--- config.mk ---
export PLATFORM = sky130hd
export DESIGN_NAME = vertex_attribute_format_decode_core
export DESIGN_NICKNAME = d
export VERILOG_FILES = /design/src/rtl/core/vafd_pkg.sv /design/src/rtl/core/vertex_attribute_format_decode_core.sv /design/src/rtl/core/vafd_lane.sv
export SDC_FILE = /design/constraint.sdc
export NUM_CORES = 2
export LEC_CHECK = 0
export BUFFER_PORTS_ARGS = -buffer_cell sky130_fd_sc_hd__buf_4
export CELL_PAD_IN_SITES_DETAIL_PLACEMENT = 1
export CELL_PAD_IN_SITES_GLOBAL_PLACEMENT = 2
export CORE_ASPECT_RATIO = 0.5
export CORE_MARGIN = 4
export CORE_UTILIZATION = 26
export CTS_CLUSTER_SIZE = 28
export DETAILED_ROUTE_END_ITERATION = 10
export GPL_ROUTABILITY_DRIVEN = 0
export PLACE_DENSITY = 0.51
export SLEW_MARGIN = 40
export SYNTH_ARGS = -nofsm -noshare
export SYNTH_HDL_FRONTEND = slang
export SYNTH_SLANG_ARGS = --single-unit
--- constraint.sdc ---
create_clock -name clk -period 32.6 [get_ports clk]
set_clock_uncertainty 0.2 [all_clocks]
set_input_delay 0 -clock clk [delete_from_list [all_inputs] [get_ports clk]]
set_output_delay 0 -clock clk [all_outputs]
set_load 0.02 [all_outputs]
--- src/rtl/core/vafd_pkg.sv ---
// Shared types, constants and byte fetch helper for the vertex attribute decoder.
package vafd_pkg;

	localparam int unsigned InWidth  = 112;
	localparam int unsigned OutWidth = 128;

	typedef enum logic [1:0] {
		KIND_GENERIC = 2'd0,
		KIND_NORMAL  = 2'd1,
		KIND_COLOR   = 2'd2,
		KIND_OTHER   = 2'd3
	} kind_t;

	// generic formats
	localparam logic [2:0] FMT_U8  = 3'd0;
	localparam logic [2:0] FMT_S8  = 3'd1;
	localparam logic [2:0] FMT_U16 = 3'd2;
	localparam logic [2:0] FMT_S16 = 3'd3;
	localparam logic [2:0] FMT_F32 = 3'd4;
	// color formats
	localparam logic [2:0] COL_RGB565 = 3'd0;
	localparam logic [2:0] COL_RGB8   = 3'd1;
	localparam logic [2:0] COL_RGBX8  = 3'd2;
	localparam logic [2:0] COL_RGBA4  = 3'd3;
	localparam logic [2:0] COL_RGBA6  = 3'd4;
	localparam logic [2:0] COL_RGBA8  = 3'd5;

	localparam logic [31:0] FLOAT_ONE  = 32'h3f80_0000;
	localparam logic [31:0] FLOAT_ZERO = 32'h0000_0000;

	// float mantissas (hidden bit included) and exponent offsets of the scale factors
	localparam logic [23:0] MANT_BYTE = 24'h808081; // 0x1.010102p-8
	localparam logic [4:0]  BIAS_BYTE = 5'd31;
	localparam logic [23:0] MANT_D31  = 24'h842108; // 1/31
	localparam logic [4:0]  BIAS_D31  = 5'd28;
	localparam logic [23:0] MANT_D63  = 24'h820821; // 1/63
	localparam logic [4:0]  BIAS_D63  = 5'd29;
	localparam logic [23:0] MANT_D15  = 24'h888889; // 1/15
	localparam logic [4:0]  BIAS_D15  = 5'd27;

	// one component on its way to a float: value = round24(x) * 2^-nbias
	typedef struct packed {
		logic        byp;
		logic [31:0] byp_bits;
		logic        sign;
		logic        is_col;
		logic [31:0] mag;
		logic [7:0]  mul8;
		logic [23:0] mant;
		logic [4:0]  nbias;
	} lane_t;

	function automatic logic [31:0] fetch_val(input logic [95:0] raw, input logic [3:0] at,
			input logic [2:0] wid, input logic little);
		logic [31:0] v;
		logic [3:0]  idx;
		v = '0;
		for (int i = 0; i < 4; i++) begin
			idx = at + 4'(i);
			if (3'(i) < wid) begin
				if (little)
					v = v | (32'(raw[8*idx +: 8]) << (8*i));
				else
					v = {v[23:0], raw[8*idx +: 8]};
			end
		end
		return v;
	endfunction

endpackage

--- src/rtl/core/vertex_attribute_format_decode_core.sv ---
// Vertex attribute format decoder: field unpack, then four float conversion lanes.
// Pipeline stages from the input beat to the output beat: unpack, scale multiply,
// leading-one search, round and pack, each stage one register.
// Throughput: one attribute per cycle; a stall on the output freezes all stages.
// Reset (arst_n low, asynchronous) clears the stage valid bits; data regs are not reset.
module vertex_attribute_format_decode_core (
	input  logic                            clk,
	input  logic                            arst_n,
	input  logic                            s_tvalid,
	output logic                            s_tready,
	// attr_kind[1:0], present[2], format_type[5:3], component_count[9:6],
	// frac_bits[14:10], little_endian[15], raw_low[79:16], raw_high[111:80]
	input  logic [vafd_pkg::InWidth-1:0]    s_tdata,
	output logic                            m_tvalid,
	input  logic                            m_tready,
	// comp_x[31:0], comp_y[63:32], comp_z[95:64], comp_w[127:96]
	output logic [vafd_pkg::OutWidth-1:0]   m_tdata
);
	import vafd_pkg::*;

	logic        en;
	logic        valid_s1, valid_s2, valid_s3, valid_s4;
	kind_t       kind;
	logic        present, little;
	logic [2:0]  fmt, wid;
	logic [3:0]  count;
	logic [4:0]  frac;
	logic [95:0] raw;
	lane_t       lane_c [4];
	lane_t       lane_s1 [4];
	logic [31:0] res_s4 [4];
	logic [31:0] v;
	logic [32:0] n;
	logic [7:0]  fld;

	assign en       = !valid_s4 || m_tready;
	assign s_tready = en;
	assign m_tvalid = valid_s4;

	assign kind    = kind_t'(s_tdata[1:0]);
	assign present = s_tdata[2];
	assign fmt     = s_tdata[5:3];
	assign count   = s_tdata[9:6];
	assign frac    = s_tdata[14:10];
	assign little  = s_tdata[15];
	assign raw     = s_tdata[111:16];

	always_comb begin
		wid = (fmt < FMT_U16) ? 3'd1 : (fmt < FMT_F32) ? 3'd2 : 3'd4;
		v   = '0;
		n   = '0;
		fld = '0;
		for (int k = 0; k < 4; k++) begin
			lane_c[k] = '{byp: 1'b1, byp_bits: FLOAT_ZERO, sign: 1'b0, is_col: 1'b0,
				mag: '0, mul8: '0, mant: '0, nbias: '0};
		end
		if (!present) begin
			if (kind == KIND_COLOR) begin
				for (int k = 0; k < 4; k++) lane_c[k].byp_bits = FLOAT_ONE;
			end else if (kind == KIND_NORMAL) begin
				lane_c[0].byp_bits = FLOAT_ONE;
			end
		end else if (kind == KIND_COLOR) begin
			if (fmt == COL_RGB8 || fmt == COL_RGBX8 || fmt == COL_RGBA8) begin
				for (int k = 0; k < 4; k++) begin
					lane_c[k].byp    = (k == 3) && (fmt != COL_RGBA8);
					lane_c[k].byp_bits = FLOAT_ONE;
					lane_c[k].is_col = 1'b1;
					lane_c[k].mul8   = raw[8*k +: 8];
					lane_c[k].mant   = MANT_BYTE;
					lane_c[k].nbias  = BIAS_BYTE;
				end
			end else begin
				v = fetch_val(raw, 4'd0, (fmt == COL_RGBA6) ? 3'd3 : 3'd2, little);
				for (int k = 0; k < 4; k++) begin
					lane_c[k].byp    = 1'b0;
					lane_c[k].is_col = 1'b1;
					if (fmt == COL_RGB565) begin
						unique case (k)
							0:       fld = 8'(v[15:11]);
							1:       fld = 8'(v[10:5]);
							2:       fld = 8'(v[4:0]);
							default: fld = '0;
						endcase
						lane_c[k].byp      = (k == 3);
						lane_c[k].byp_bits = FLOAT_ONE;
						lane_c[k].mant     = (k == 1) ? MANT_D63 : MANT_D31;
						lane_c[k].nbias    = (k == 1) ? BIAS_D63 : BIAS_D31;
					end else if (fmt == COL_RGBA4) begin
						fld = 8'((v >> (12 - 4*k)) & 32'hf);
						lane_c[k].mant  = MANT_D15;
						lane_c[k].nbias = BIAS_D15;
					end else begin
						fld = 8'((v >> (18 - 6*k)) & 32'h3f);
						lane_c[k].mant  = MANT_D63;
						lane_c[k].nbias = BIAS_D63;
					end
					lane_c[k].mul8 = fld;
				end
			end
		end else begin
			for (int k = 0; k < 3; k++) begin
				v = fetch_val(raw, 4'(k * wid), wid, little);
				if (fmt == FMT_U8 || fmt == FMT_U16)
					n = {1'b0, v};
				else if (fmt == FMT_S8)
					n = 33'(signed'(v[7:0]));
				else if (fmt == FMT_S16)
					n = 33'(signed'(v[15:0]));
				else
					n = 33'(signed'(v));
				if ((k == 0) || (k == 1 && count > 4'd1) || (k == 2 && count > 4'd2)) begin
					if (fmt == FMT_F32) begin
						lane_c[k].byp_bits = v;
					end else begin
						lane_c[k].byp   = 1'b0;
						lane_c[k].sign  = n[32];
						lane_c[k].mag   = n[32] ? (32'd0 - n[31:0]) : n[31:0];
						lane_c[k].nbias = frac;
					end
				end
			end
		end
	end

	always_ff @(posedge clk or negedge arst_n) begin
		if (!arst_n) begin
			valid_s1 <= 1'b0;
			valid_s2 <= 1'b0;
			valid_s3 <= 1'b0;
			valid_s4 <= 1'b0;
		end else if (en) begin
			valid_s1 <= s_tvalid;
			valid_s2 <= valid_s1;
			valid_s3 <= valid_s2;
			valid_s4 <= valid_s3;
		end
	end

	always_ff @(posedge clk) begin
		if (en) lane_s1 <= lane_c;
	end

	for (genvar g = 0; g < 4; g++) begin : g_lane
		vafd_lane u_lane (
			.clk     (clk),
			.en      (en),
			.lane_s1 (lane_s1[g]),
			.res_s4  (res_s4[g])
		);
	end

	assign m_tdata = {res_s4[3], res_s4[2], res_s4[1], res_s4[0]};

	a_stall_hold: assert property (@(posedge clk) disable iff (!arst_n)
		!en |=> ($stable(valid_s1) && $stable(valid_s2) && $stable(valid_s3)))
		else $error("pipeline moved during stall");
	a_accept_s1: assert property (@(posedge clk) disable iff (!arst_n)
		(s_tvalid && s_tready) |=> valid_s1)
		else $error("accepted beat lost at stage 1");
	a_s1_s2: assert property (@(posedge clk) disable iff (!arst_n)
		(valid_s1 && en) |=> valid_s2)
		else $error("beat lost between stage 1 and 2");
	a_s3_out: assert property (@(posedge clk) disable iff (!arst_n)
		(valid_s3 && en) |=> m_tvalid)
		else $error("beat lost before output");

endmodule

--- src/rtl/core/vafd_lane.sv ---
// One component lane: scale multiply, leading-one search, round and pack to float.
module vafd_lane (
	input  logic                 clk,
	input  logic                 en,
	input  vafd_pkg::lane_t      lane_s1,
	output logic [31:0]          res_s4
);
	import vafd_pkg::*;

	logic        byp_s2, sign_s2;
	logic [31:0] bits_s2, x_s2;
	logic [4:0]  nb_s2;

	logic        byp_s3, sign_s3, zero_s3;
	logic [31:0] bits_s3, x_s3;
	logic [4:0]  nb_s3, p_s3;

	logic [4:0]  p_c;
	logic        zero_c;
	logic [31:0] res_c;
	logic [4:0]  shamt;
	logic [31:0] shx, rem, half;
	logic [24:0] m25;
	logic        rnd;
	logic [8:0]  expo;

	always_ff @(posedge clk) begin
		if (en) begin
			byp_s2  <= lane_s1.byp;
			bits_s2 <= lane_s1.byp_bits;
			sign_s2 <= lane_s1.sign;
			nb_s2   <= lane_s1.nbias;
			x_s2    <= lane_s1.is_col ? 32'(lane_s1.mul8 * lane_s1.mant) : lane_s1.mag;
		end
	end

	always_comb begin
		p_c    = '0;
		zero_c = (x_s2 == '0);
		for (int i = 0; i < 32; i++)
			if (x_s2[i]) p_c = 5'(i);
	end

	always_ff @(posedge clk) begin
		if (en) begin
			byp_s3  <= byp_s2;
			bits_s3 <= bits_s2;
			sign_s3 <= sign_s2;
			nb_s3   <= nb_s2;
			x_s3    <= x_s2;
			p_s3    <= p_c;
			zero_s3 <= zero_c;
		end
	end

	always_comb begin
		shamt = '0;
		shx   = '0;
		rem   = '0;
		half  = '0;
		rnd   = 1'b0;
		if (p_s3 > 5'd23) begin
			shamt = p_s3 - 5'd23;
			shx   = x_s3 >> shamt;
			rem   = x_s3 & ((32'd1 << shamt) - 32'd1);
			half  = 32'd1 << (shamt - 5'd1);
			rnd   = (rem > half) || ((rem == half) && shx[0]);
		end else begin
			shx = x_s3 << (5'd23 - p_s3);
		end
		m25  = {1'b0, shx[23:0]} + 25'(rnd);
		// round up past all ones bumps the exponent, mantissa goes to zero
		expo = 9'(p_s3) + 9'd127 - 9'(nb_s3) + 9'(m25[24]);
		if (byp_s3)
			res_c = bits_s3;
		else if (zero_s3)
			res_c = FLOAT_ZERO;
		else
			res_c = {sign_s3, expo[7:0], m25[24] ? 23'd0 : m25[22:0]};
	end

	always_ff @(posedge clk) begin
		if (en) res_s4 <= res_c;
	end

endmodule
==> results.txt <==
----------------------------------------------------
[Timing]
  Hold Vio Cnt, Final ... 0
  Highest clock rate ... between 0.09 and 0.1 GHz
  Portion of the clock cycle consumed by the worst path in the final layout ... 32.3%
  Worst Tran Pin Value ... 0.912 ns
  Relative slew slack ... 38.7%
  Final count of pins violating max slew ... 0
  RSZ-0062 raised after global routing ... false
  Minimum period implied by the final worst setup slack ... 10.52 ns
  Final setup TNS ... 0 ns
  Final count of negative-setup-slack endpoints ... 0

[Setup path]
  Worst flop-to-flop path startpoint ... g_lane[1].u_lane.p_s3[0]
  CP endpoint kind ... register
  Cell type of the slowest stage on the worst timing path ... o22ai_1
  Endpoint required time on the critical path ... 32.90 ns
  CP Launch Point ... g_lane[1].u_lane.p_s3[0]
  Critical path class ... reg2reg
  Critical path launch point type ... register
  Minimum setup slack among reg-to-reg paths ... 22.08 ns
  Largest fanout on the critical path ... 49
  CP arrival ... 10.82 ns
  CP max stage delay ... 0.63 ns

[Floorplan]
  Die area ... 0.304 mm²
  Initial core utilization ... 26.2%
  Die width ... 775 µm
  Vert. Die Dim ... 392 µm
  Number of ports placed on the die boundary ... 246
  Std-Cell Rows ... 140
  Floorplan core area ... 0.292 mm²

[Drt]
  1st-pass router iterations ... 5
  Amount of wire on met3 after detailed routing ... 11,600 µm
  Amount of wire on met2 after detailed routing ... ~160,000 µm
  Vias after detailed routing ... 62,200
  Total DRC errors in the routed layout ... 0
  Remaining number of nets flagged by the antenna check after routing ... 0
  First-iteration detailed-routing DRC count ... 4,300
  Routed metal-1 wirelength ... around 150,000 µm
  Drt via density ... about 5.2
  Highest metal used ... met4
  Detailed-route wire length ... 337,000 µm
  Wire per inst ... 28.5 µm

[CTS]
  H-tree depth reported by CTS ... 3
  CTS root buffer ... clkbuf_16
  # Post-CTS Setup Buffers ... 0
  Number of buffers on the longest clock path ... 3
  Number of sinks on the clock net ... 917
  Count of instances resized after the clock tree is built ... 0
  Quantity of hold-fixing buffers added after cts ... ~180
  TritonCTS Buffers ... 97
  Clock-pin slew on the worst setup and hold paths ... 0.07 ns
  Clock latency on the worst-skew pair ... just under 0.8 ns
  CTS tree ... done

[Logic synthesis]
  Area leader, netlist ... edfxtp_1
  Adder-cell share of the synthesized area ... 12.8%
  Compound-Gate Fraction of Synth Area ... roughly 14%
  Top_reg_cell synth ... edfxtp_1
  Netlist area before placement ... 0.0766 mm²
  Cell with the most instances after synthesis ... edfxtp_1
  Share of the synthesized area in the top cell type ... 35.8%
  Largest cells by area after synthesis ... edfxtp_1, ha_1, mux4_2
  Synthesis-stage register bit count ... 917
  Combinational family with the most area after synthesis ... simple AND/OR/NAND/NOR gates
  Fraction of synthesized area in multiplexers ... 12.9%
  Post-synth net total ... 8,405
  Gate Count Post-Synth ... around 7,600
  Synth warnings ... 0
  Number of enable-type register cells in the synthesized netlist ... 913
  Post-synthesis xor/xnor area fraction ... 3.41%
  Share of synthesized area occupied by flip-flops and latches ... 35.9%
  Post-synth cell types ... roughly 120
  Mean area per synthesized cell ... 10.1 µm²
  Synth Area in Simple Gates ... 15.9%
  Top cells by count, synth ... edfxtp_1, nand2_1, nor2_1
  Post-synth ARST share ... less than 1%

[Global route]
  Number of global-route vias before repair ... between 60,000 and 70,000
  Residual overflow from global routing ... 0
  Antenna violations before repair ... 45
  Maximum number of pins on one net before global-route repair ... 149
  Global-route wire length before repair ... 486,000 µm
  Total global-route track usage ... 21.8%

[Cells and area]
  Final Non-Filler Cells ... 11,900
  Total Nets Final ... ~8,700
  Signed area change from the synthesized netlist to the final layout ... 14.8%
  Fraction of final layout cells sized beyond drive strength 1 ... 14.6%

[Power]
  Worst vdd rail ir drop ... 50.2 µV
  Pwr dens ... 113 mW/mm²
  Leakage ... about 36 nW

[Place]
  Placed wire-length estimate ... roughly 260,000 µm
  Number of port buffers ... approximately 240
  Cells after DPL ... 11,500

[Outcome]
  Result of the run ... finished, final reports clean

[Job]
  Count of max-cap constraint violations ... 0

[Hold path]
  Hold Path Origin ... s_tdata[95]
  Type of the tightest min-delay check ... in2reg

----------------------------------------------------
==> final cells by class <==
cell class	instances	area, µm²
fillers	33000	204000
multi-input cells	5824	45600
flip-flops and latches	917	27500
repair buffers	590	4980
well taps	3905	4890
clock buffers	105	2460
inverters	421	1580
clock inverters	71	822
diodes	18	45.0
==> path summary, 6_finish.rpt <==
path	endpoint	depth (start not counted)
worst max-delay path	g_lane[1].u_lane.res_s4[27]	33
max in group asynchronous	valid_s1	4
worst min register to register	g_lane[0].u_lane.bits_s2[28]	0
worst min-delay path	lane_s1[190]	4
worst max register to register	g_lane[1].u_lane.res_s4[27]	33
min in group asynchronous	valid_s3	4
==> worst max-delay path: cells and delay by family, from the launching register on <==
kind / cells / cell delay [ns]
buffers and inverters: 4 / 1.60
flip-flops: 1 / 0.32
multiplexers: 2 / 0.76
XOR/XNOR: 2 / 0.62
AND/OR/NAND/NOR: 11 / 2.80
AO/OA/AOI/OAI: 9 / 2.51
adder cells (fa/ha/maj): 5 / 1.41
==> registers in the layout (all words and copies together) (netlist names) <==
name,count
g_lane.u_lane.sign_s3,3
lane_s1,260
valid_s2,1
g_lane.u_lane.res_s4,127
g_lane.u_lane.zero_s3,4
g_lane.u_lane.bits_s3,97
g_lane.u_lane.byp_s3,4
m_tvalid,1
valid_s3,1
g_lane.u_lane.nb_s3,19
valid_s1,1
g_lane.u_lane.sign_s2,3
g_lane.u_lane.bits_s2,97
g_lane.u_lane.byp_s2,4
g_lane.u_lane.x_s3,128
g_lane.u_lane.nb_s2,19
g_lane.u_lane.p_s3,20
g_lane.u_lane.x_s2,128
==> cells in the final DEF, fill, tap and decap left out, drive strengths merged, types with 135 or more instances in the layout <==
cell,n
nand2,765
a21o,135
o21ai,354
nand3,201
mux2i,261
ha,541
and2,295
inv,420
xnor2,181
mux2,222
nor2,568
edfxtp,913
a21oi,391
mux4,212
dlygate4sd3,179
buf,411
nor3,148
fa,150
==> logic make-up (layout without fill, tap and decap cells) <==
family / count (synthesis) / after routing
muxes: 695 / 695
DFF: 917 / 917
xor gates and xnor gates: 291 / 291
adders and majority gates: 691 / 691
other: 1 / 19
buffers and inverters: 857 / 1187
AOI/OAI and AO/OA: 1647 / 1647
and+or+nand+nor: 2499 / 2499
==> through the flow <==
step                      hold WS [ns]  util (%)  area [µm²]  total power, W  setup slack, ns
after floorplan                 -0.496         -       76600         0.00671             7.47
after global placement          -0.402      28.3       82500         0.00877            22.31
after detailed placement        -0.401      28.3       82700         0.00872            22.19
after CTS                      0.00173      30.0       87700         0.00999            22.19
after global routing            0.0466      30.1       87900          0.0106            21.39
final                           0.0322      30.1       87900         0.00992            22.08
==> power breakdown <==
group          total (W)  internal, W  switching, W
Clock            0.00118     0.000648      0.000531
Combinational    0.00636      0.00245       0.00391
Sequential       0.00237      0.00189      0.000489
==> routing by layer <==
layer | GRT usage (%) | vias up
met2 | 37.5 | 1267
met4 | 5.27 | 0
li1 | - | 28600
met3 | 2.17 | 332
met5 | 0 | -
met1 | 29.3 | 32000
No activity file was read; power rests on OpenSTA's default activity.
